--- src/smgr_pkg.sv ---
// ----------------------------------------------------------------------------
// smgr_pkg
// Shared types and constants for the soft-mute gain ramp.
// ----------------------------------------------------------------------------
package smgr_pkg;

    // Fixed-point layout of the gain
    localparam int GainShift = 23;
    localparam int SlopeBase = 16;
    localparam int ExpBase   = 9;

    localparam int SampleW = 16;
    localparam int GainW   = 32;
    localparam int GainHiW = 16;
    localparam int ProdW   = SampleW + GainHiW;
    localparam int ShiftW  = 5;

    // Register indexes (word address bits [3:2])
    localparam logic [1:0] RegMantissa = 2'd0;
    localparam logic [1:0] RegExponent = 2'd1;
    localparam logic [1:0] RegSlope    = 2'd2;
    localparam logic [1:0] RegMute     = 2'd3;

    // Configuration seen by the datapath and the ramp
    typedef struct packed {
        logic [7:0] mant_setting;
        logic [3:0] exp_setting;
        logic [3:0] slope_setting;
        logic       mute;
    } smgr_cfg_t;

endpackage

--- src/soft_mute_gain_ramp_top.sv ---
// ----------------------------------------------------------------------------
// soft_mute_gain_ramp_top
// Soft-mute gain stage with an exponential gain ramp.
// ----------------------------------------------------------------------------
// One signed 16-bit sample is accepted every cycle unless backpressure holds
// the pipeline; each result passes from a capture register to a result
// register (multiply, shift, saturation in between), with backpressure handled
// stage by stage. Each sample is scaled by the top 16 bits of a smoothed
// 32-bit gain, shifted right by nine plus the exponent register and saturated;
// m_tuser flags saturation. After each sample the gain steps toward the
// mantissa register << 23, or to zero at half the slope setting when muted. The
// gain starts at zero after reset, so output fades in. Registers sit at byte
// addresses 0x0 mantissa, 0x4 exponent, 0x8 slope, 0xC mute; write them only
// while no samples are in flight.
// ----------------------------------------------------------------------------
module soft_mute_gain_ramp_top (
    input  logic        aclk,
    input  logic        aresetn,
    input  logic        psel,
    input  logic        penable,
    input  logic        pwrite,
    input  logic [3:0]  paddr,
    input  logic [31:0] pwdata,
    output logic [31:0] prdata,
    output logic        pready,
    input  logic        s_tvalid,
    output logic        s_tready,
    input  logic [15:0] s_tdata,   // [15:0] sample_in
    output logic        m_tvalid,
    input  logic        m_tready,
    output logic [15:0] m_tdata,   // [15:0] sample_out
    output logic [0:0]  m_tuser    // [0] clipped
);
    import smgr_pkg::*;

    smgr_cfg_t   cfg;
    logic [15:0] gain_hi;
    logic        step;

    smgr_cfg u_cfg (
        .aclk    (aclk),
        .aresetn (aresetn),
        .psel    (psel),
        .penable (penable),
        .pwrite  (pwrite),
        .paddr   (paddr),
        .pwdata  (pwdata),
        .prdata  (prdata),
        .pready  (pready),
        .cfg     (cfg)
    );

    smgr_gain u_gain (
        .aclk    (aclk),
        .aresetn (aresetn),
        .cfg     (cfg),
        .step    (step),
        .gain_hi (gain_hi)
    );

    smgr_datapath u_datapath (
        .aclk     (aclk),
        .aresetn  (aresetn),
        .cfg      (cfg),
        .gain_hi  (gain_hi),
        .step     (step),
        .s_tvalid (s_tvalid),
        .s_tready (s_tready),
        .s_tdata  (s_tdata),
        .m_tvalid (m_tvalid),
        .m_tready (m_tready),
        .m_tdata  (m_tdata),
        .m_tuser  (m_tuser)
    );

endmodule

--- src/smgr_cfg.sv ---
// ----------------------------------------------------------------------------
// smgr_cfg
// APB register file: gain mantissa, gain exponent, slope setting, mute.
// ----------------------------------------------------------------------------
module smgr_cfg (
    input  logic              aclk,
    input  logic              aresetn,
    input  logic              psel,
    input  logic              penable,
    input  logic              pwrite,
    input  logic [3:0]        paddr,
    input  logic [31:0]       pwdata,
    output logic [31:0]       prdata,
    output logic              pready,
    output smgr_pkg::smgr_cfg_t cfg
);
    import smgr_pkg::*;

    smgr_cfg_t cfg_reg;
    logic      wr_en;

    assign pready = 1'b1;
    assign wr_en  = psel & penable & pwrite & pready;
    assign cfg    = cfg_reg;

    // Write the addressed register
    always_ff @(posedge aclk) begin
        if (!aresetn) begin
            cfg_reg.mant_setting  <= 8'd128;
            cfg_reg.exp_setting   <= 4'd5;
            cfg_reg.slope_setting <= 4'd8;
            cfg_reg.mute          <= 1'b0;
        end else if (wr_en) begin
            case (paddr[3:2])
                RegMantissa: cfg_reg.mant_setting  <= pwdata[7:0];
                RegExponent: cfg_reg.exp_setting   <= pwdata[3:0];
                RegSlope:    cfg_reg.slope_setting <= pwdata[3:0];
                RegMute:     cfg_reg.mute          <= pwdata[0];
                default:     ;
            endcase
        end
    end

    // Return the addressed register
    always_comb begin
        case (paddr[3:2])
            RegMantissa: prdata = {24'd0, cfg_reg.mant_setting};
            RegExponent: prdata = {28'd0, cfg_reg.exp_setting};
            RegSlope:    prdata = {28'd0, cfg_reg.slope_setting};
            RegMute:     prdata = {31'd0, cfg_reg.mute};
            default:     prdata = 32'd0;
        endcase
    end

endmodule

--- src/smgr_gain.sv ---
// ----------------------------------------------------------------------------
// smgr_gain
// Smoothed gain state: first-order ramp toward the target, one step per word.
// ----------------------------------------------------------------------------
module smgr_gain (
    input  logic                aclk,
    input  logic                aresetn,
    input  smgr_pkg::smgr_cfg_t cfg,
    input  logic                step,
    output logic [15:0]         gain_hi
);
    import smgr_pkg::*;

    logic signed [GainW-1:0] gain_reg;
    logic signed [GainW-1:0] gain_next;
    logic signed [GainW:0]   target;
    logic signed [GainW:0]   diff;
    logic signed [GainW:0]   delta;
    logic signed [GainW:0]   sum;
    logic [ShiftW-1:0]       smooth;

    // Pick target and smoothing shift
    always_comb begin
        if (cfg.mute) begin
            target = '0;
            smooth = ShiftW'(SlopeBase) - {2'b00, cfg.slope_setting[3:1]};
        end else begin
            target = $signed({2'b00, cfg.mant_setting, 23'd0});
            smooth = ShiftW'(SlopeBase) - {1'b0, cfg.slope_setting};
        end
        diff      = target - {gain_reg[GainW-1], gain_reg};
        delta     = diff >>> smooth;
        sum       = {gain_reg[GainW-1], gain_reg} + delta;
        gain_next = sum[GainW-1:0];
    end

    // Advance the ramp once per accepted word
    always_ff @(posedge aclk) begin
        if (!aresetn) begin
            gain_reg <= '0;
        end else if (step) begin
            gain_reg <= gain_next;
        end
    end

    assign gain_hi = gain_reg[GainW-1 -: GainHiW];

endmodule

--- src/smgr_datapath.sv ---
// ----------------------------------------------------------------------------
// smgr_datapath
// Two-stage sample path: capture, then multiply, shift and saturate.
// ----------------------------------------------------------------------------
module smgr_datapath (
    input  logic                aclk,
    input  logic                aresetn,
    input  smgr_pkg::smgr_cfg_t cfg,
    input  logic [15:0]         gain_hi,
    output logic                step,
    input  logic                s_tvalid,
    output logic                s_tready,
    input  logic [15:0]         s_tdata,
    output logic                m_tvalid,
    input  logic                m_tready,
    output logic [15:0]         m_tdata,
    output logic [0:0]          m_tuser
);
    import smgr_pkg::*;

    logic                      s1_valid_reg;
    logic signed [SampleW-1:0] s1_sample_reg;
    logic signed [GainHiW-1:0] s1_gain_reg;
    logic                      s2_valid_reg;
    logic [SampleW-1:0]        s2_data_reg;
    logic                      s2_clip_reg;

    logic                      rdy1;
    logic                      rdy2;
    logic [ShiftW-1:0]         shamt;
    logic signed [ProdW-1:0]   prod;
    logic signed [ProdW-1:0]   scaled;
    logic [SampleW-1:0]        sat_data;
    logic                      sat_clip;

    // Each stage moves when its slot is empty or the next one takes it
    assign rdy2     = !s2_valid_reg || m_tready;
    assign rdy1     = !s1_valid_reg || rdy2;
    assign s_tready = rdy1;
    assign step     = s_tvalid && rdy1;

    // Capture the sample with the gain in force before this word's update
    always_ff @(posedge aclk) begin
        if (!aresetn) begin
            s1_valid_reg <= 1'b0;
        end else if (rdy1) begin
            s1_valid_reg <= s_tvalid;
        end
    end

    always_ff @(posedge aclk) begin
        if (step) begin
            s1_sample_reg <= $signed(s_tdata);
            s1_gain_reg   <= $signed(gain_hi);
        end
    end

    // Multiply, shift by nine plus the exponent, then saturate to 16 bits
    always_comb begin
        prod   = s1_sample_reg * s1_gain_reg;
        shamt  = ShiftW'(ExpBase) + {1'b0, cfg.exp_setting};
        scaled = prod >>> shamt;
        if ((&scaled[ProdW-1:SampleW-1]) || !(|scaled[ProdW-1:SampleW-1])) begin
            sat_data = scaled[SampleW-1:0];
            sat_clip = 1'b0;
        end else if (scaled[ProdW-1]) begin
            sat_data = {1'b1, {(SampleW-1){1'b0}}};
            sat_clip = 1'b1;
        end else begin
            sat_data = {1'b0, {(SampleW-1){1'b1}}};
            sat_clip = 1'b1;
        end
    end

    // Hold the result until taken
    always_ff @(posedge aclk) begin
        if (!aresetn) begin
            s2_valid_reg <= 1'b0;
        end else if (rdy2) begin
            s2_valid_reg <= s1_valid_reg;
        end
    end

    always_ff @(posedge aclk) begin
        if (rdy2 && s1_valid_reg) begin
            s2_data_reg <= sat_data;
            s2_clip_reg <= sat_clip;
        end
    end

    assign m_tvalid   = s2_valid_reg;
    assign m_tdata    = s2_data_reg;
    assign m_tuser[0] = s2_clip_reg;

endmodule

--- config.mk ---
export PLATFORM = sky130hd
export DESIGN_NAME = soft_mute_gain_ramp_top
export DESIGN_NICKNAME = d
export VERILOG_FILES = /design/src/smgr_pkg.sv /design/src/soft_mute_gain_ramp_top.sv /design/src/smgr_cfg.sv /design/src/smgr_gain.sv /design/src/smgr_datapath.sv
export SDC_FILE = /design/constraint.sdc
export NUM_CORES = 1
export LEC_CHECK = 0
export BUFFER_PORTS_ARGS = -buffer_cell sky130_fd_sc_hd__buf_2
export CORE_MARGIN = 2
export CORE_UTILIZATION = 55
export DETAILED_ROUTE_END_ITERATION = 8
export PLACE_DENSITY = 0.79
export RECOVER_POWER = 50
export SYNTH_ARGS = -nofsm -noshare
export SYNTH_HDL_FRONTEND = slang
export SYNTH_HIERARCHICAL = 1
export SYNTH_SLANG_ARGS = --single-unit
--- constraint.sdc ---
create_clock -name aclk -period 15.8 [get_ports aclk]
set_input_delay 3.16 -clock aclk [delete_from_list [all_inputs] [get_ports aclk]]
set_output_delay 3.16 -clock aclk [all_outputs]
set_load 0.1 [all_outputs]
# Yosys cells after proc, flatten, opt, wreduce, memory -nomap -nowiden
# Index checks and enable logic that the tools add are counted.
[totals] wordCells=45 input_bits=59 register_bits=100 output_inout_bits=52
[classes] n_bitwise=2 n_mux=6 shifts=2 multipliers=1 n_eq_ne=3 addsub=5 n_reduce_logical=15
[op_table] cell="$pmux 32 s4" n=1
[op_table] cell="$sshr 33x5->32" n=1
[op_table] cell="$sub 32x32->33" n=1
[op_table] cell="$add 32x32->32" n=1
[op_table] cell="$mul 16x16->32" n=1
[op_table] cell="$mux 16" n=2
[op_table] cell="$sshr 32x5->32" n=1
[op_table] cell="$mux 31" n=1
[op_table] cell="$reduce_and 17->1" n=1
[op_table] cell="$reduce_or 17->1" n=1
[op_table] cell="$reduce_and 2->1" n=4
[op_table] cell="$add 4x4->5 const A" n=1
[op_table] cell="$mux 5" n=1
[op_table] cell="$sub 5x3->5 const A" n=1
[op_table] cell="$sub 5x4->5 const A" n=1
[op_table] cell="$eq 2x2->1 const B" n=2
[op_table] cell="$logic_not 1->1" n=3
[op_table] cell="$logic_or 1x1->1" n=3
[op_table] cell="$and 1x1->1" n=2
[op_table] cell="$eq 2x1->1 const B" n=1
[op_table] cell="$logic_and 1x1->1" n=2
[op_table] cell="$logic_not 2->1" n=1
[op_table] cell="$mux 1" n=1

# Logic depth before layout (Yosys ltp)
# Gate-level depths: netlist of the first run.
[logic_depth] ltp_word=6 mapped_depth=29 ltp_nobuf=26

# Cells and area by module
# The synthesis of the first run kept the hierarchy.
[by_module_without_submodules] module="smgr_datapath" area_per_inst_um2=14622.8 seq_area_each_um2=1511.4 cells_each=1669 n_inst=1
[by_module_without_submodules] module="smgr_gain" area_per_inst_um2=6593.8 seq_area_each_um2=640.6 cells_each=948 n_inst=1
[by_module_without_submodules] module="smgr_cfg" area_per_inst_um2=1012.2 seq_area_each_um2=340.3 cells_each=117 n_inst=1

# Least setup slack after synthesis of the first run
# OpenSTA, ideal clock, no wires.
[synth_timing] kind="in2out" startpoint="input port paddr[2]" endpoint="output port prdata[2]" t_required_ns=12.640 arrival_ns=5.519 stages=3 slack_ns=7.121 n_path_buf=1 path_cell_list="buf_6 mux2i_1 o21ai_0"
[synth_between] elab_chain_cells=2 word_cells_on_any_way=5 cone_classes="3 x eq/ne; 1 x mux; 1 x reduce/logical"
[synth_rtl] item="from (decl)" line_no="soft_mute_gain_ramp_top.sv:22" rtl="input logic [3:0] paddr,"
[synth_rtl] item="$eq 2x2->1 (tied with other cells)" line_no="smgr_cfg.sv:46" rtl="case (paddr[3:2])"
[synth_rtl] item="$pmux 32 s4 (*)" line_no="smgr_cfg.sv:46"
[synth_rtl] item="to (decl)" line_no="soft_mute_gain_ramp_top.sv:24" rtl="output logic [31:0] prdata,"
# Every way passes the cells marked *; elsewhere a longest branch is shown, timed or not. The select of a mux whose other input is x is not followed.

# Worst setup path in the final report of the first run
[layout_timing] startpoint="input port m_tready" endpoint="register u_gain.gain_reg[26]"
[layout_between] elab_chain_cells=3
[layout_rtl] item="from (decl)" line_no="soft_mute_gain_ramp_top.sv:30" rtl="input logic m_tready,"
[layout_rtl] item="$logic_or 1x1->1" line_no="smgr_datapath.sv:37" rtl="assign rdy2 = !s2_valid_reg || m_tready;"
[layout_rtl] item="$logic_or 1x1->1" line_no="smgr_datapath.sv:38" rtl="assign rdy1 = !s1_valid_reg || rdy2;"
[layout_rtl] item="$logic_and 1x1->1" line_no="smgr_datapath.sv:40" rtl="assign step = s_tvalid && rdy1;"
[layout_rtl] item="via step" line_no="soft_mute_gain_ramp_top.sv:38" rtl="logic step;"
[layout_rtl] item="to (signal assigned)" line_no="smgr_gain.sv:42" rtl="gain_reg <= gain_next;"
[layout_rtl] item="to (decl)" line_no="smgr_gain.sv:14" rtl="logic signed [GainW-1:0] gain_reg;"
# The timed path passes the listed nets, and every way through them passes these cells.
# A chain may end at the register's enable or synchronous reset.

==> impl_results.md, run 1 <==
- Failing checks: max-capacitance violations, max-slew violations
- # IOs: 111
- Die footprint: 0.04204 mm2
- Hold Crit Class: flop to flop
- RR Startpoint: u_datapath/s1_gain_reg[1]
- Worst Path Required: 16.13 ns
- Setup tns final: 0 ns
- Post_cts resized: 0
- Clock sinks: 100
- Clk pin slew, worst setup/hold paths: 0.07 ns
- Post-synth EDFFs: 49
- Cell variety after synth: 106
- Initial Utilization: 0.5582
- Die X-Extent: 205.0 um
- Crit path kind: input pin to flop
- Top FF cell, synth: dfxtp_1
- Drc violations: 0
- Post-CTS Hold Buffers: 0
- Core Area: 0.03982 mm2
- TritonRoute pass-1 iters: 8
- Crit-path max FO: 69
- Slew Viols, Final: 164
- FF+latch count, synth: 100
- CP Launch Type: input pin
- TritonCTS clock tree: built
- RSZ-0062 raised after global routing: false
- Final cycle utilization of the critical path: 0.6856
- Routed vias/inst: 6.359
- Cell area after synthesis: 0.02223 mm2
- NumNets Final: 3,093
- WP data arrival: 11.16 ns
- Rel. slew slack: -2.688
- CP Capture Type: flop
- Num CTS Buffers: 9
- Outcome: finished, violations left
- Synth-to-Final Area Change: 2.375%
- Final wirelength: 64,670 um
- Minimum clock period: 10.83 ns
- Gpl congestion: 0.9585
- Number of I/O port buffers: 59
- Synth async-reset ratio: 0
- Antenna viol nets, final: 0
- Syn Inst Count: 2,734
- # diodes: 0
- F_max: 0.09232 GHz
- CTS Root Cell: clkbuf_16
- Final setup viols: 0
- Skew-Pair Late Insertion Delay: 0.41 ns
- Die Height: 205.0 um
- Vias after detailed routing: 20,203
- Iter 0 DRT Violations: 2,042
- Yosys warning count: 6
- Clk_skew: 0.02085 ns
- Vias in the first global route: 20,610
- Max clock buf depth: 2
- Syn avg cell area: 8.131 um2
- First-pass GRT wire length: 105,600 um
- Tightest Pin Transition: 5.532 ns
- WL/cell: 20.36 um
- Max-Cap Viols: 2
- Post-DP HPWL: 49,140 um
- Rows: 73
- Post-CTS Setup Inserts: 0
- Layout cells sized above 1: 0.05543
- Overall global routing resource usage: 0.3178
- Pin count of the biggest net entering global routing: 74
- Register area share after synthesis: 0.1121
- Worst Setup SP: m_tready
- HP Start: u_cfg/cfg[9]
- H-tree depth: 3
- Final Hold Viols: 0
- Max reg flops: 32
- Initial antenna violation count: 0
- GRT overflow: 0
synth_stat cells (all sizes together) (7+ instances only):
cell / instances / area share
xor2: 22 / 0.0087
nor3: 76 / 0.019
a31oi: 27 / 0.0079
nand4: 27 / 0.0083
o22ai: 18 / 0.0051
o21a: 29 / 0.0098
o21ai: 142 / 0.032
and3: 15 / 0.0043
nand3b: 10 / 0.0034
nor2: 147 / 0.025
fa: 263 / 0.24
mux2i: 82 / 0.037
and2: 140 / 0.039
and4: 7 / 0.0028
o211a: 12 / 0.0054
o2111ai: 8 / 0.0034
o211ai: 54 / 0.018
a221oi: 9 / 0.0038
a211oi: 43 / 0.015
a211o: 8 / 0.0032
or2: 10 / 0.0029
a22oi: 14 / 0.0047
nand2: 307 / 0.052
or3: 20 / 0.0056
o31ai: 15 / 0.0057
buf: 85 / 0.023
a21o: 38 / 0.013
a21boi: 12 / 0.0041
o311ai: 9 / 0.0035
ha: 124 / 0.070
inv: 322 / 0.054
nand3: 76 / 0.017
a311oi: 11 / 0.0049
xnor2: 32 / 0.013
a21oi: 116 / 0.027
nor2b: 34 / 0.0096
a2111oi: 9 / 0.0047
clkbuf: 111 / 0.019
o221ai: 9 / 0.0035
nor4: 22 / 0.0075
nand2b: 17 / 0.0048
edfxtp: 49 / 0.066
dfxtp: 51 / 0.046
mux4: 12 / 0.012
mux2: 14 / 0.0071
metal layers:
layer  global-route usage  routed length, um
met5                    0                  0
met4               0.1575               3425
met1               0.3741              24730
met3              0.04550               4173
met2               0.5654              32340
worst max-delay path, cell delays in order:
cell	delay, ns
buf_2	0.07
nor2b_1	0.06
nand2_1	0.08
and2_0	3.90
clkinv_1	2.75
nor2_1	0.50
nand2_1	0.11
mux2_2	0.41
nand3_1	0.06
through the flow:
stage                     utilization  hold WS [ns]  instances  instance area (um2)  setup WS, ns
final                          0.5714        0.4803       3177                22760         4.968
after global routing           0.5714        0.5050       3177                22760         4.484
after CTS                      0.5723        0.4832       3177                22790         6.337
after detailed placement       0.5646        0.4691       3161                22480         6.381
after global placement         0.5646        0.4567       3161                22480         6.509
after floorplan                     -        0.4386       2757                22320         7.121
cell usage in the layout, fill, tap and decap left out, types with 26 or more instances in the layout:
master / n
xnor2_1: 30
nor2b_1: 34
buf_2: 41
a211oi_1: 41
a21oi_1: 114
edfxtp_1: 49
inv_1: 322
fa_1: 263
dfxtp_1: 50
mux2i_1: 82
ha_1: 124
nor2_1: 146
and2_1: 138
nand4_1: 26
nand3_1: 75
o21a_1: 29
o211ai_1: 53
o21ai_0: 118
a21o_1: 37
a31oi_1: 26
nor3_1: 71
nand2_1: 306
final cells by class:
class,instances,area (um2)
clock buffers,9,225.2
clock inverters,7,81.33
fillers,3631,17070
inverters,327,1227
multi-input cells,2134,17690
flip-flops and latches,100,2494
well taps,525,656.9
repair buffers,75,385.4
path summary, 6_finish.rpt:
check                                        endpoint  slack (ns)  cells past startpoint
worst max-delay path              u_gain/gain_reg[26]        4.97                      9
worst min-delay path                     u_cfg/cfg[9]        0.48                      2
worst max register to register  u_datapath/m_tdata[6]        6.21                     23
worst min register to register           u_cfg/cfg[9]        0.48                      2
cell families (layout without fill, tap and decap cells):
kind of cell / after synthesis / in the layout / share of synthesized area
other cells: 2 / 25 / 0.0003378
xor+xnor: 55 / 55 / 0.02229
flops: 100 / 100 / 0.1121
fa+ha+maj: 387 / 387 / 0.3067
buf+inv: 523 / 418 / 0.09743
simple gates: 928 / 928 / 0.2096
mux: 108 / 108 / 0.05617
compound gates: 631 / 631 / 0.1954
Power of run 1 is left out: the tool's default activity adds up to more than one toggle a clock period on the data nets, which glitch-free logic cannot reach.
==> run 2, diff against run 1 <==
PLACE_DENSITY = 0.82   (was 0.79)
clock period = 9.8 ns   (was 15.8 ns; I/O delays follow)
==> run 2 against run 1 <==
- critical path depth increased by 14
- highest routed layer unchanged
- sequential share of layout area about the same
- first-iteration DRC count decreased by 3.4%
- via count increased by 0.24%
- the run still ends with max-capacitance violations, max-slew violations left
- flip-flop and latch count unchanged
- clock skew increased by 0.0070 ns
- utilization increased by 0.26 points
- register-to-register slack got worse by 5.8 ns
- design area increased by 0.46%
==> impl_results.md, run 2 (same netlist as run 1, synthesis figures left out) <==
- Outcome: finished, violations left
- Failing checks: max-capacitance violations, max-slew violations
- Max-Cap Viols: 1 (-1)
- Hold Crit Class: flop to flop
- H-tree depth: 3 (unchanged)
- Post-CTS Setup Inserts: 0 (unchanged)
- Drc violations: 0 (unchanged)
- Max clock buf depth: 2 (unchanged)
- Initial Utilization: 0.5582 (unchanged)
- Most frequent cells in the layout: 322 x inv_1, 306 x nand2_1, 263 x fa_1
- Slew Viols, Final: 74 (-55%)
- Skew-Pair Late Insertion Delay: 0.41 ns (about the same)
- GRT overflow: 0 (unchanged)
- WL/cell: 20.19 um (-0.83%)
- Worst path slowest cell: fa_1
- Iter 0 DRT Violations: 1,972 (-3.4%)
- Vias after detailed routing: 20,251 (+0.24%)
- Overall global routing resource usage: 0.3119 (-0.005926)
- Die Height: 205.0 um (unchanged)
- Initial antenna violation count: 0 (unchanged)
- CP Launch Type: flop
- WP data arrival: 9.56 ns (-1.60 ns)
- CP cell instances: nand2_1 > inv_1 > fa_1 > fa_1 > fa_1 > fa_1 > fa_1 > inv_1 > fa_1 > inv_1 > ha_1 > a21o_1 > a21oi_4 > o21ai_1 > o31ai_1 > a31oi_1 > a21oi_4 > mux2i_1 > a2111o_1 > or4_4 > o41ai_2 > nand2_2 > o221ai_1
- CTS Root Cell: clkbuf_16
- Most frequent CP cell: fa_1
- Clk_skew: 0.02783 ns (+0.006981 ns)
- NumNets Final: 3,103 (+0.32%)
- Gpl congestion: 0.9761 (+1.8%)
- FF+latch area: 0.002494 mm2 (unchanged)
- Crit-path max FO: 19 (-72%)
- Synth-to-Final Area Change: 2.843%
- Placed cell count: 3,171 (+0.32%)
- Clock sinks: 100 (unchanged)
- Post-CTS Hold Buffers: 0 (unchanged)
- Rows: 73 (unchanged)
- Antenna viol nets, final: 0 (unchanged)
- Num CTS Buffers: 9 (unchanged)
- Filler Cell Count: 3,585 (-1.3%)
- Final setup viols: 0 (unchanged)
- # diodes: 0 (unchanged)
- # IOs: 111 (unchanged)
- Post-DP HPWL: 49,270 um (+0.27%)
- Tightest Pin Transition: 3.026 ns (-2.506 ns)
- RSZ-0062 raised after global routing: false
- TritonRoute pass-1 iters: 8 (unchanged)
- Pin count of the biggest net entering global routing: 74 (unchanged)
- F_max: 0.1069 GHz
- Die X-Extent: 205.0 um (unchanged)
- TritonCTS clock tree: built
- Routed vias/inst: 6.354 (about the same)
- Minimum clock period: 9.352 ns
- Layout cells sized above 1: 0.06386 (+0.008432)
- Setup tns final: 0 ns (unchanged)
- Worst Path Required: 10.01 ns (-6.12 ns)
- Number of I/O port buffers: 59 (unchanged)
- CP max stage delay: 0.93 ns (-2.97 ns)
- Clk pin slew, worst setup/hold paths: 0.08 ns (about the same)
- Multi-input logic area: 0.01769 mm2 (about the same)
- Commonest non-fill, non-tap cell in the layout: inv_1
- Max reg flops: 32 (unchanged)
- Final wirelength: 64,330 um (-0.52%)
- Final cycle utilization of the critical path: 0.9543
- Rel. slew slack: -1.017 (+1.670)
- Final Hold Viols: 0 (unchanged)
- First-pass GRT wire length: 103,900 um (-1.6%)
- CP Capture Type: flop
- Core Area: 0.03982 mm2 (unchanged)
- Final Non-Filler Cells: 3,187 (+0.31%)
- Post_cts resized: 0 (unchanged)
- Die footprint: 0.04204 mm2 (unchanged)
- Crit path kind: flop to flop
- Vias in the first global route: 20,599 (-0.053%)
## run 2: critical path: cells and delay by family, from the launching register on
kind / cells / cell delay (ns)
flip-flops: 1 / 0.91
multiplexers: 1 / 0.15
adder cells (fa/ha/maj): 7 / 3.97
buffers and inverters: 3 / 0.21
AND/OR/NAND/NOR: 3 / 0.98
AO/OA/AOI/OAI: 9 / 2.93
## run 2: path summary, 6_finish.rpt
path                        startpoint               endpoint  slack, ns  cells past startpoint
max          u_datapath/s1_gain_reg[2]  u_datapath/m_tdata[5]       0.45                     23
max reg2reg  u_datapath/s1_gain_reg[2]  u_datapath/m_tdata[5]       0.45                     23
min                      u_cfg/cfg[11]          u_cfg/cfg[11]       0.49                      2
min reg2reg              u_cfg/cfg[11]          u_cfg/cfg[11]       0.49                      2
## run 2: layer usage
layer	vias up	track usage	wire (um)
met1	9893	0.3629	24640
met5	-	0	0
met2	853	0.5449	31750
met4	0	0.1858	4030
met3	260	0.04486	3915
li1	9245	-	-
## run 2: cell type report
| cell class | instances | area share |
|---|---|---|
| multi-input cells | 2134 | 0.7738 |
| inverters | 327 | 0.05369 |
| well taps | 525 | 0.02873 |
| repair buffers | 85 | 0.02080 |
| flip-flops and latches | 100 | 0.1091 |
| clock buffers | 9 | 0.009852 |
| clock inverters | 7 | 0.004050 |
## run 2: metrics by stage
stage | hold WS, ns | setup WS [ns] | util | cell area, um2
after floorplan | 0.4386 | 2.111 | - | 22320
after global placement | 0.4596 | 0.7298 | 0.5665 | 22560
after detailed placement | 0.4657 | 0.5889 | 0.5665 | 22560
after CTS | 0.4834 | 0.5294 | 0.5744 | 22880
after global routing | 0.5010 | 0.03604 | 0.5741 | 22860
final | 0.4880 | 0.4477 | 0.5741 | 22860
Power of run 2 is left out for the same reason.
